--- src/rtl/rlla_pkg.sv ---
// Shared types and constants of the route link load accumulator.
`timescale 1ns / 1ps
`default_nettype none

package rlla_pkg;

   localparam int NUM_DIRS = 6;

   localparam logic [2:0] DIR_EAST  = 3'd0;
   localparam logic [2:0] DIR_WEST  = 3'd1;
   localparam logic [2:0] DIR_SOUTH = 3'd2;
   localparam logic [2:0] DIR_NORTH = 3'd3;
   localparam logic [2:0] DIR_UP    = 3'd4;
   localparam logic [2:0] DIR_DOWN  = 3'd5;

   localparam logic [1:0] STAT_OK    = 2'd0;
   localparam logic [1:0] STAT_SAME  = 2'd1;
   localparam logic [1:0] STAT_RANGE = 2'd2;
   localparam logic [1:0] STAT_LONG  = 2'd3;

   localparam logic [1:0] CSR_MESH_WIDTH  = 2'd0;
   localparam logic [1:0] CSR_MESH_HEIGHT = 2'd1;
   localparam logic [1:0] CSR_TIER_COUNT  = 2'd2;
   localparam logic [1:0] CSR_HOP_LIMIT   = 2'd3;

   localparam logic [4:0] HOP_CAP = 5'd17;

   typedef enum logic [2:0] {
      S_CLEAR,
      S_IDLE,
      S_CHECK,
      S_RD,
      S_WB
   } state_type;

   typedef struct packed {
      logic [3:0] mesh_width;
      logic [3:0] mesh_height;
      logic [2:0] tier_count;
      logic [4:0] hop_limit;
   } cfg_type;

   typedef struct packed {
      logic rd;
      logic wr;
   } ram_ctl_type;

endpackage

`default_nettype wire

--- src/rtl/rlla_hop_engine.sv ---
// Request check, hop sequencer, load read-modify-write and result register.
`timescale 1ns / 1ps
`default_nettype none

module rlla_hop_engine #(
   parameter int MAX_COLS  = 8,
   parameter int MAX_ROWS  = 8,
   parameter int MAX_TIERS = 4,
   parameter int DEPTH     = 1536,
   parameter int ADDR_W    = 11
) (
   input  wire                        clock,
   input  wire                        reset,
   input  rlla_pkg::cfg_type          cfg,
   input  wire                        req_tvalid,
   output logic                       req_tready,
   input  wire        [39:0]          req_tdata,
   input  wire                        req_tuser,
   output logic                       rsp_tvalid,
   input  wire                        rsp_tready,
   output logic       [47:0]          rsp_tdata,
   output logic                       rsp_tlast,
   output rlla_pkg::ram_ctl_type      ram_ctl,
   output logic       [ADDR_W-1:0]    ram_addr,
   output logic       [31:0]          ram_wdata,
   input  wire        [31:0]          ram_rdata
);

   localparam logic [4:0] COLS_LIM  = 5'(MAX_COLS);
   localparam logic [4:0] ROWS_LIM  = 5'(MAX_ROWS);
   localparam logic [3:0] TIERS_LIM = 4'(MAX_TIERS);
   localparam logic [ADDR_W-1:0] CLR_LAST = ADDR_W'(DEPTH - 1);

   function automatic logic [ADDR_W-1:0] slot_addr(input logic [2:0] x, input logic [2:0] y,
                                                   input logic [1:0] z, input logic [2:0] d);
      logic [31:0] idx;
      idx = ((32'(z) * 32'(MAX_ROWS) + 32'(y)) * 32'(MAX_COLS) + 32'(x))
            * 32'(rlla_pkg::NUM_DIRS) + 32'(d);
      return idx[ADDR_W-1:0];
   endfunction

   rlla_pkg::state_type state_ff, state_in;
   logic [ADDR_W-1:0]   clr_cnt_ff, clr_cnt_in;
   logic                func_ff, func_in;
   logic [2:0]          sx_ff, sx_in, sy_ff, sy_in, dx_ff, dx_in, dy_ff, dy_in;
   logic [1:0]          sz_ff, sz_in, dz_ff, dz_in;
   logic [15:0]         vol_ff, vol_in;
   logic [2:0]          rdir_ff, rdir_in;
   logic [2:0]          px_ff, px_in, py_ff, py_in;
   logic [1:0]          pz_ff, pz_in;
   logic [2:0]          dir_ff, dir_in;
   logic [4:0]          rem_ff, rem_in;
   logic [ADDR_W-1:0]   addr_ff, addr_in;
   logic                rsp_valid_ff, rsp_valid_in;
   logic [44:0]         rsp_data_ff, rsp_data_in;
   logic                rsp_last_ff, rsp_last_in;

   logic [4:0]  eff_w, eff_h;
   logic [3:0]  eff_t;
   logic        src_in_mesh, dst_in_mesh, same_node, too_long, rd_err, out_free;
   logic [2:0]  nx, ny;
   logic [1:0]  nz;
   logic [4:0]  path_len;
   logic [2:0]  hop_d;
   logic [32:0] sum;
   logic [31:0] new_load;

   assign eff_w = ({1'b0, cfg.mesh_width} < COLS_LIM) ? {1'b0, cfg.mesh_width} : COLS_LIM;
   assign eff_h = ({1'b0, cfg.mesh_height} < ROWS_LIM) ? {1'b0, cfg.mesh_height} : ROWS_LIM;
   assign eff_t = ({1'b0, cfg.tier_count} < TIERS_LIM) ? {1'b0, cfg.tier_count} : TIERS_LIM;

   assign src_in_mesh = ({2'b0, sx_ff} < eff_w) && ({2'b0, sy_ff} < eff_h)
                        && ({2'b0, sz_ff} < eff_t);
   assign dst_in_mesh = ({2'b0, dx_ff} < eff_w) && ({2'b0, dy_ff} < eff_h)
                        && ({2'b0, dz_ff} < eff_t);
   assign same_node   = (sx_ff == dx_ff) && (sy_ff == dy_ff) && (sz_ff == dz_ff);
   assign nx = (sx_ff > dx_ff) ? sx_ff - dx_ff : dx_ff - sx_ff;
   assign ny = (sy_ff > dy_ff) ? sy_ff - dy_ff : dy_ff - sy_ff;
   assign nz = (sz_ff > dz_ff) ? sz_ff - dz_ff : dz_ff - sz_ff;
   assign path_len = 5'(nx) + 5'(ny) + 5'(nz);
   assign too_long = (path_len > cfg.hop_limit) || (path_len > rlla_pkg::HOP_CAP);
   assign rd_err   = !src_in_mesh || (rdir_ff > rlla_pkg::DIR_DOWN);
   assign out_free = !rsp_valid_ff || rsp_tready;

   always_comb begin
      if (px_ff != dx_ff) begin
         hop_d = (dx_ff > px_ff) ? rlla_pkg::DIR_EAST : rlla_pkg::DIR_WEST;
      end else if (py_ff != dy_ff) begin
         hop_d = (dy_ff > py_ff) ? rlla_pkg::DIR_SOUTH : rlla_pkg::DIR_NORTH;
      end else begin
         hop_d = (dz_ff < pz_ff) ? rlla_pkg::DIR_UP : rlla_pkg::DIR_DOWN;
      end
   end

   assign sum      = {1'b0, ram_rdata} + 33'(vol_ff);
   assign new_load = func_ff ? ram_rdata : (sum[32] ? '1 : sum[31:0]);

   always_comb begin
      state_in     = state_ff;
      clr_cnt_in   = clr_cnt_ff;
      func_in      = func_ff;
      sx_in        = sx_ff;
      sy_in        = sy_ff;
      sz_in        = sz_ff;
      dx_in        = dx_ff;
      dy_in        = dy_ff;
      dz_in        = dz_ff;
      vol_in       = vol_ff;
      rdir_in      = rdir_ff;
      px_in        = px_ff;
      py_in        = py_ff;
      pz_in        = pz_ff;
      dir_in       = dir_ff;
      rem_in       = rem_ff;
      addr_in      = addr_ff;
      rsp_valid_in = rsp_valid_ff && !rsp_tready;
      rsp_data_in  = rsp_data_ff;
      rsp_last_in  = rsp_last_ff;
      req_tready   = 1'b0;
      ram_ctl      = '0;
      ram_addr     = addr_ff;
      ram_wdata    = new_load;

      unique case (state_ff)
         rlla_pkg::S_CLEAR: begin
            ram_ctl.wr = 1'b1;
            ram_addr   = clr_cnt_ff;
            ram_wdata  = '0;
            clr_cnt_in = clr_cnt_ff + 1'b1;
            if (clr_cnt_ff == CLR_LAST) begin
               state_in = rlla_pkg::S_IDLE;
            end
         end
         rlla_pkg::S_IDLE: begin
            req_tready = 1'b1;
            if (req_tvalid) begin
               func_in  = req_tuser;
               sx_in    = req_tdata[2:0];
               sy_in    = req_tdata[5:3];
               sz_in    = req_tdata[7:6];
               dx_in    = req_tdata[10:8];
               dy_in    = req_tdata[13:11];
               dz_in    = req_tdata[15:14];
               vol_in   = req_tdata[31:16];
               rdir_in  = req_tdata[34:32];
               state_in = rlla_pkg::S_CHECK;
            end
         end
         rlla_pkg::S_CHECK: begin
            if (func_ff ? rd_err : (!src_in_mesh || !dst_in_mesh || same_node || too_long)) begin
               if (out_free) begin
                  rsp_valid_in = 1'b1;
                  rsp_last_in  = 1'b1;
                  rsp_data_in  = '0;
                  if (func_ff || !src_in_mesh || !dst_in_mesh) begin
                     rsp_data_in[1:0] = rlla_pkg::STAT_RANGE;
                  end else if (same_node) begin
                     rsp_data_in[1:0] = rlla_pkg::STAT_SAME;
                  end else begin
                     rsp_data_in[1:0] = rlla_pkg::STAT_LONG;
                  end
                  state_in = rlla_pkg::S_IDLE;
               end
            end else begin
               px_in = sx_ff;
               py_in = sy_ff;
               pz_in = sz_ff;
               if (func_ff) begin
                  ram_ctl.rd = 1'b1;
                  ram_addr   = slot_addr(sx_ff, sy_ff, sz_ff, rdir_ff);
                  addr_in    = ram_addr;
                  dir_in     = rdir_ff;
                  rem_in     = 5'd1;
                  state_in   = rlla_pkg::S_WB;
               end else begin
                  rem_in   = path_len;
                  state_in = rlla_pkg::S_RD;
               end
            end
         end
         rlla_pkg::S_RD: begin
            ram_ctl.rd = 1'b1;
            ram_addr   = slot_addr(px_ff, py_ff, pz_ff, hop_d);
            addr_in    = ram_addr;
            dir_in     = hop_d;
            state_in   = rlla_pkg::S_WB;
         end
         rlla_pkg::S_WB: begin
            if (out_free) begin
               ram_ctl.wr   = !func_ff;
               rsp_valid_in = 1'b1;
               rsp_last_in  = (rem_ff == 5'd1);
               rsp_data_in  = {new_load, dir_ff, pz_ff, py_ff, px_ff, rlla_pkg::STAT_OK};
               rem_in       = rem_ff - 1'b1;
               if (rem_ff == 5'd1) begin
                  state_in = rlla_pkg::S_IDLE;
               end else begin
                  state_in = rlla_pkg::S_RD;
                  case (dir_ff)
                     rlla_pkg::DIR_EAST:  px_in = px_ff + 1'b1;
                     rlla_pkg::DIR_WEST:  px_in = px_ff - 1'b1;
                     rlla_pkg::DIR_SOUTH: py_in = py_ff + 1'b1;
                     rlla_pkg::DIR_NORTH: py_in = py_ff - 1'b1;
                     rlla_pkg::DIR_UP:    pz_in = pz_ff - 1'b1;
                     default:             pz_in = pz_ff + 1'b1;
                  endcase
               end
            end
         end
         default: state_in = rlla_pkg::S_IDLE;
      endcase
   end

   always_ff @(posedge clock) begin
      if (reset) begin
         state_ff     <= rlla_pkg::S_CLEAR;
         clr_cnt_ff   <= '0;
         rsp_valid_ff <= 1'b0;
      end else begin
         state_ff     <= state_in;
         clr_cnt_ff   <= clr_cnt_in;
         rsp_valid_ff <= rsp_valid_in;
      end
   end

   always_ff @(posedge clock) begin
      func_ff     <= func_in;
      sx_ff       <= sx_in;
      sy_ff       <= sy_in;
      sz_ff       <= sz_in;
      dx_ff       <= dx_in;
      dy_ff       <= dy_in;
      dz_ff       <= dz_in;
      vol_ff      <= vol_in;
      rdir_ff     <= rdir_in;
      px_ff       <= px_in;
      py_ff       <= py_in;
      pz_ff       <= pz_in;
      dir_ff      <= dir_in;
      rem_ff      <= rem_in;
      addr_ff     <= addr_in;
      rsp_data_ff <= rsp_data_in;
      rsp_last_ff <= rsp_last_in;
   end

   assign rsp_tvalid = rsp_valid_ff;
   assign rsp_tdata  = {3'b000, rsp_data_ff};
   assign rsp_tlast  = rsp_last_ff;

endmodule

`default_nettype wire

--- config.mk ---
export PLATFORM = sky130hd
export DESIGN_NAME = rlla_hop_engine
export DESIGN_NICKNAME = d
export VERILOG_FILES = /design/src/rtl/rlla_pkg.sv /design/src/rtl/rlla_hop_engine.sv
export SDC_FILE = /design/constraint.sdc
export NUM_CORES = 1
export LEC_CHECK = 0
export ABC_AREA = 1
export ABC_CLOCK_PERIOD_IN_PS = 8850
export BUFFER_PORTS_ARGS = -buffer_cell sky130_fd_sc_hd__buf_4
export CORE_UTILIZATION = 50
export DETAILED_ROUTE_END_ITERATION = 8
export PLACE_DENSITY = 0.78
export SLEW_MARGIN = 20
export SYNTH_ARGS = -nofsm -noshare
export SYNTH_HDL_FRONTEND = slang
export SYNTH_SLANG_ARGS = --single-unit
--- constraint.sdc ---
create_clock -name clock -period 8.85 [get_ports clock]
set_clock_uncertainty 0.05 [all_clocks]
set_input_delay 1.3275 -clock clock [delete_from_list [all_inputs] [get_ports clock]]
set_output_delay 1.3275 -clock clock [all_outputs]
set_load 0.01 [all_outputs]
==> results of run 1 <==
area by class of cell:
cell class	count	area, um2
repair buffers	186	1396
inverters	176	660.6
flip-flops and latches	124	3573
fillers	1530	6655
well taps	229	286.5
clock buffers	24	524.3
clock inverters	8	50.05
multi-input cells	820	4817
metal layers:
layer / track usage (%) / up-vias / wire length, um
met5: 0 / - / 0
met4: 12.21 / 0 / 773
met3: 3.974 / 59 / 1691
met2: 45.65 / 352 / 11780
met1: 34.19 / 3889 / 10620
li1: - / 4178 / -
metrics by stage:
step / std cells / power, mW / setup slack [ns] / cell area (um2)
finish: 1567 / 1.427 / 3.224 / 11310
CTS: 1567 / 1.431 / 2.931 / 11300
floorplan: 1144 / 0.7023 / 1.578 / 9153
global placement: 1535 / 0.7511 / 3.051 / 10730
global route: 1567 / 1.465 / 2.927 / 11310
detailed placement: 1535 / 0.7529 / 2.974 / 10730
synth_stat cells, types with 15 or more instances:
cell / count / area, um2
xor2_1: 19 / 166.4
a21oi_1: 56 / 280.3
nor2_1: 139 / 521.8
nor3_1: 20 / 100.1
dfxtp_1: 15 / 300.3
inv_1: 172 / 645.6
fa_1: 15 / 300.3
xnor2_1: 18 / 157.7
nand4_1: 25 / 156.4
nand3_1: 70 / 350.3
o21ai_0: 64 / 320.3
ha_1: 77 / 963.4
nand2_1: 239 / 897.1
edfxtp_1: 109 / 3273
cell families after synthesis:
logic type	count (synthesis)	share of synthesized area, %
AND/OR/NAND/NOR	520	24.37
buffers and inverters	200	8.565
AO/OA/AOI/OAI	164	10.14
flip-flops	124	39.08
adder cells (fa/ha/maj)	92	13.82
XOR/XNOR	37	3.544
multiplexers	4	0.4515
other	1	0.04101
worst max-delay path, stage by stage (launching register included):
cell,delay [ns]
edfxtp_1,0.60
inv_1,0.15
ha_1,0.33
nand2_1,0.06
o21ai_0,0.07
nand2_1,0.11
mux2_2,0.37
fa_1,0.54
inv_1,0.05
ha_1,0.21
fa_1,0.56
ha_1,0.26
nand3_1,0.07
nand2_1,0.05
inv_1,0.05
nand2_1,0.05
nand2_1,0.11
nand2_1,0.06
nand2_1,0.06
nor2_1,0.09
nor2_1,0.13
nor2_1,0.08
nor3_4,0.55
buf_4,0.53
sequential cells by signal (all words and copies together), names as in the netlist, 5 cells and up:
| register | count |
|---|---|
| addr_ff | 11 |
| rem_ff | 5 |
| vol_ff | 16 |
| clr_cnt_ff | 11 |
| rsp_data_ff | 45 |
final timing paths:
kind / start / to / slack [ns] / cells past startpoint
min reg2reg: clr_cnt_ff[9]$_SDFFE_PP0P_ / clr_cnt_ff[9]$_SDFFE_PP0P_ / 0.42 / 2
max reg2reg: sx_ff[1]$_DFFE_PP_ / rsp_data_ff[19]$_SDFFCE_PN0P_ / 3.22 / 23
max: sx_ff[1]$_DFFE_PP_ / rsp_data_ff[19]$_SDFFCE_PN0P_ / 3.22 / 23
min: clr_cnt_ff[9]$_SDFFE_PP0P_ / clr_cnt_ff[9]$_SDFFE_PP0P_ / 0.42 / 2
report_power, final:
group          leakage (nW)  switching, mW  internal (mW)
sequential             1.10        0.00153          0.631
combinational          3.96         0.0579         0.0515
clock                 0.292          0.270          0.414
total                  5.36          0.330           1.10
==> reports/qor.yml, run 1 <==
status:
  status: "completed"
cts:
  cts_buffers: 17
  cts_tree: "built"
  postCtsSetupRepairBufs: 0
  holdBufCountCts: 0
  path_clk_slew_ns: 0.06
  clkSinkCount: 124
  clock_latency_ns: 0.43
  root_buffer: "clkbuf_16"
  post_cts_resize_count: 0
  cts_buffer_depth: 2
  ctsHtreeMaxLevel: 4
synthesis:
  synth_edf_count: 109
  syn-cell-area_mm2: 0.009145
  synth_flop_cell: "edfxtp_1"
  seq_area_frac_synth_pct: 39.08
  avgSynthCellArea_um2: 8.008
  async_flop_share_pct: 0
  ys_ff_latch: 124
  yosysUniqueCellTypes: 53
  yosysWarnings: 0
  syn_inst: 1142
flow_run:
  drv_cap: 0
die:
  die_area_mm2: 0.01883
  start_util_pct: 50.91
  pin_count: 189
  row_count: 49
  die_y_um: 137.2
  fp.dieW_um: 137.2
  core_area_mm2: 0.01796
sta:
  timing.hold.ws_ns: 0.4174
  rsz0062_at_grt: "no"
  max_freq_mhz: 177.8
  hold_viol: 0
  finalSetupTns_ns: 0
  finalSetupViolations: 0
  slew_violations: 0
  slew_headroom_pct: 29.74
  worstMarginPinSlew_ns: 1.050
  fin_crit_sh_pct: 63.57
  fin_crit_ns: 5.626
global_routing:
  grtUsageTotal_pct: 27.02
  overflow: 0
  antenna_found_initial: 0
  grt_max_degree: 54
  grt_first_pass_wirelength_mm: 38.88
  grt_pass1_vias: 8038
layout:
  nets: 1510
  drive_above_1_share_pct: 18.09
  layout_common_cells: "238 x nand2_1, 186 x buf_4, 172 x inv_1, 138 x nor2_1, 109 x edfxtp_1"
  area_growth_syn_to_layout_pct: 23.66
  final_common_cell: "nand2_1"
  utilization_pct: 62.95
  antenna_cells: 0
setup_path:
  crit_arrival_ns: 5.64
  worstPathRequired_ns: 8.86
  worstPathMaxFanout: 35
  endpoint_kind: "flop"
  critPathLaunchType: "flop"
  worstSetupPathType: "flop to flop"
hold_path:
  hold_path.class: "flop to flop"
pwr:
  peakVddDrop_uv: 141.0
  p_per_area_mw_per_mm2: 126.2
  leakage_nw: 5.357
drt:
  vias_per_cell: 5.410
  num_vias: 8478
  routed_wl_mm: 24.86
  firstDrtPassIters: 6
  wl_per_cell_um: 15.86
  drt-initial-drc-count: 680
  drc_errors: 0
  postRouteAntennaNets: 0
placed_design:
  routabilityCongestion: 0.9027
  dpl.hpwl_mm: 18.98
  io_buffers: 180
Power figures use the tool's default switching activity.
==> inputs of run 2 (changes only) <==
--- a/config.mk
+++ b/config.mk
@@ -6,7 +6,7 @@
 export NUM_CORES = 1
 export LEC_CHECK = 0
 export ABC_AREA = 1
-export ABC_CLOCK_PERIOD_IN_PS = 8850
+export ABC_CLOCK_PERIOD_IN_PS = 5900
 export BUFFER_PORTS_ARGS = -buffer_cell sky130_fd_sc_hd__buf_4
 export CORE_UTILIZATION = 50
 export DETAILED_ROUTE_END_ITERATION = 8
==> constraint.sdc (replaced) <==
create_clock -name clock -period 5.9 [get_ports clock]
set_clock_uncertainty 0.05 [all_clocks]
set_input_delay 0.885 -clock clock [delete_from_list [all_inputs] [get_ports clock]]
set_output_delay 0.885 -clock clock [all_outputs]
set_load 0.01 [all_outputs]
==> reports/qor.yml, run 2 (synthesized netlist as in run 1, its figures left out) <==
sta:
  finalSetupViolations: 0
  max_freq_mhz: 191.8
  slew_headroom_pct: 28.64
  fin_crit_sh_pct: 88.35
  worstMarginPinSlew_ns: 1.066
  finalSetupTns_ns: 0
  fin_crit_ns: 5.213
  slew_violations: 0
  hold_viol: 0
  timing.hold.ws_ns: 0.4261
  rsz0062_at_grt: "no"
pwr:
  p_int_mw: 1.610
  switching_power_uw: 474.6
  peakVddDrop_uv: 199.3
  switching_share_pct: 22.77
  p_comb_share_pct: 7.9
  power.clock.fraction_pct: 46.5
  leakage_nw: 5.326
  pwr-share-seq_pct: 45.5
  p_per_area_mw_per_mm2: 184.9
die:
  row_count: 49
  die_area_mm2: 0.01883
  pin_count: 189
  fp.dieW_um: 137.2
  core_area_mm2: 0.01796
  die_y_um: 137.2
  start_util_pct: 50.91
setup_path:
  reg2reg_depth: 23
  worstPathMaxFanout: 8
  worstSetupPathType: "flop to flop"
  worstPathRequired_ns: 5.90
  crit_arrival_ns: 5.21
  endpoint_kind: "flop"
  critPathLaunchType: "flop"
cts:
  clkSinkCount: 124
  cts_buffer_depth: 2
  cts_tree: "built"
  clock_latency_ns: 0.43
  postCtsSetupRepairBufs: 0
  post_cts_resize_count: 0
  path_clk_slew_ns: 0.06
  root_buffer: "clkbuf_16"
  cts_buffers: 17
  holdBufCountCts: 0
  ctsHtreeMaxLevel: 4
drt:
  drc_errors: 0
  routed_wl_mm: 24.54
  vias_per_cell: 5.356
  firstDrtPassIters: 6
  drt-initial-drc-count: 639
  wl_per_cell_um: 15.65
  postRouteAntennaNets: 0
  num_vias: 8398
layout:
  antenna_cells: 0
  top_regs: "rsp_data_ff x45, vol_ff x16"
  drive_above_1_share_pct: 17.85
  nets: 1511
  area_growth_syn_to_layout_pct: 23.27
  regMostFlops: "rsp_data_ff"
  layout_common_cells: "238 x nand2_1, 187 x buf_4, 172 x inv_1, 138 x nor2_1, 109 x edfxtp_1"
  largest_reg_flops: 45
  final_common_cell: "nand2_1"
global_routing:
  grtUsageTotal_pct: 27.00
  overflow: 0
  antenna_found_initial: 0
  grt_pass1_vias: 7793
  grt_max_degree: 53
  grt_first_pass_wirelength_mm: 38.71
placed_design:
  dpl.hpwl_mm: 18.99
  routabilityCongestion: 0.9441
  io_buffers: 180
status:
  status: "completed"
flow_run:
  drv_cap: 0
hold_path:
  hold_depth: 2
  hold_path.class: "flop to flop"
==> run 2: cell count changes in the layout (fill, tap and decap cells not counted), sizes merged <==
cell      change
inv           -5
clkinv        +2
clkinvlp      +2
buf           +1
bufinv        +1
==> run 2: path summary, 6_finish.rpt <==
path / start / endpoint / slack [ns]
hold / removal: clr_cnt_ff[9]$_SDFFE_PP0P_ / clr_cnt_ff[9]$_SDFFE_PP0P_ / 0.43
hold reg to reg: clr_cnt_ff[9]$_SDFFE_PP0P_ / clr_cnt_ff[9]$_SDFFE_PP0P_ / 0.43
setup / recovery: sx_ff[1]$_DFFE_PP_ / px_ff[0]$_DFFE_PP_ / 0.69
setup reg to reg: sx_ff[1]$_DFFE_PP_ / px_ff[0]$_DFFE_PP_ / 0.69
==> run 2: area by class of cell <==
cell class                      count  area (um2)
Timing Repair Buffer              187        1404
Sequential cell                   124        3573
Clock inverter                      8       70.07
Fill cell                        1544        6690
Inverter                          176       660.6
Clock buffer                       24       461.7
Tap cell                          229       286.5
Multi-Input combinational cell    820        4817
==> run 2: per-stage QoR <==
step | cells | utilization (%) | total power, mW | cell area, um2 | setup slack, ns
floorplan | 1144 | - | 1.053 | 9158 | 0.04049
global placement | 1536 | 59.80 | 1.127 | 10740 | 0.8950
detailed placement | 1536 | 59.80 | 1.130 | 10740 | 0.6738
CTS | 1568 | 62.76 | 2.086 | 11270 | 0.6689
global route | 1568 | 62.76 | 2.147 | 11270 | 0.2075
finish | 1568 | 62.76 | 2.085 | 11270 | 0.6872
==> run 2: metal layers <==
| layer | share of wire [%] | GRT usage, % |
|---|---|---|
| met4 | 2.5 | 11.17 |
| met2 | 49 | 45.57 |
| met1 | 42 | 34.33 |
| met5 | 0 | 0 |
| met3 | 6.6 | 4.378 |
==> run 2: power by group through the flow <==
stage | sequential (mW) | clock (mW) | combinational, mW
floorplan | 0.967 | 0 | 0.0865
global placement | 0.967 | 0 | 0.160
detailed placement | 0.967 | 0 | 0.163
CTS | 0.949 | 0.972 | 0.164
global route | 0.949 | 1.01 | 0.184
finish | 0.949 | 0.970 | 0.165
==> run 2: critical path: stages (launching register included) <==
cell,delay (ns)
edfxtp_1,0.60
inv_1,0.15
ha_1,0.33
nand2_1,0.05
o21ai_0,0.17
nand2_1,0.13
mux2_2,0.32
fa_1,0.53
inv_1,0.05
ha_1,0.21
fa_1,0.50
ha_1,0.32
nand3_1,0.07
nand2_1,0.06
inv_1,0.03
nand2_1,0.05
nand2_1,0.08
nand2_1,0.07
nand2_1,0.05
nor2_1,0.21
nor2_1,0.08
nand2_1,0.10
nand2_1,0.12
nor4_1,0.50
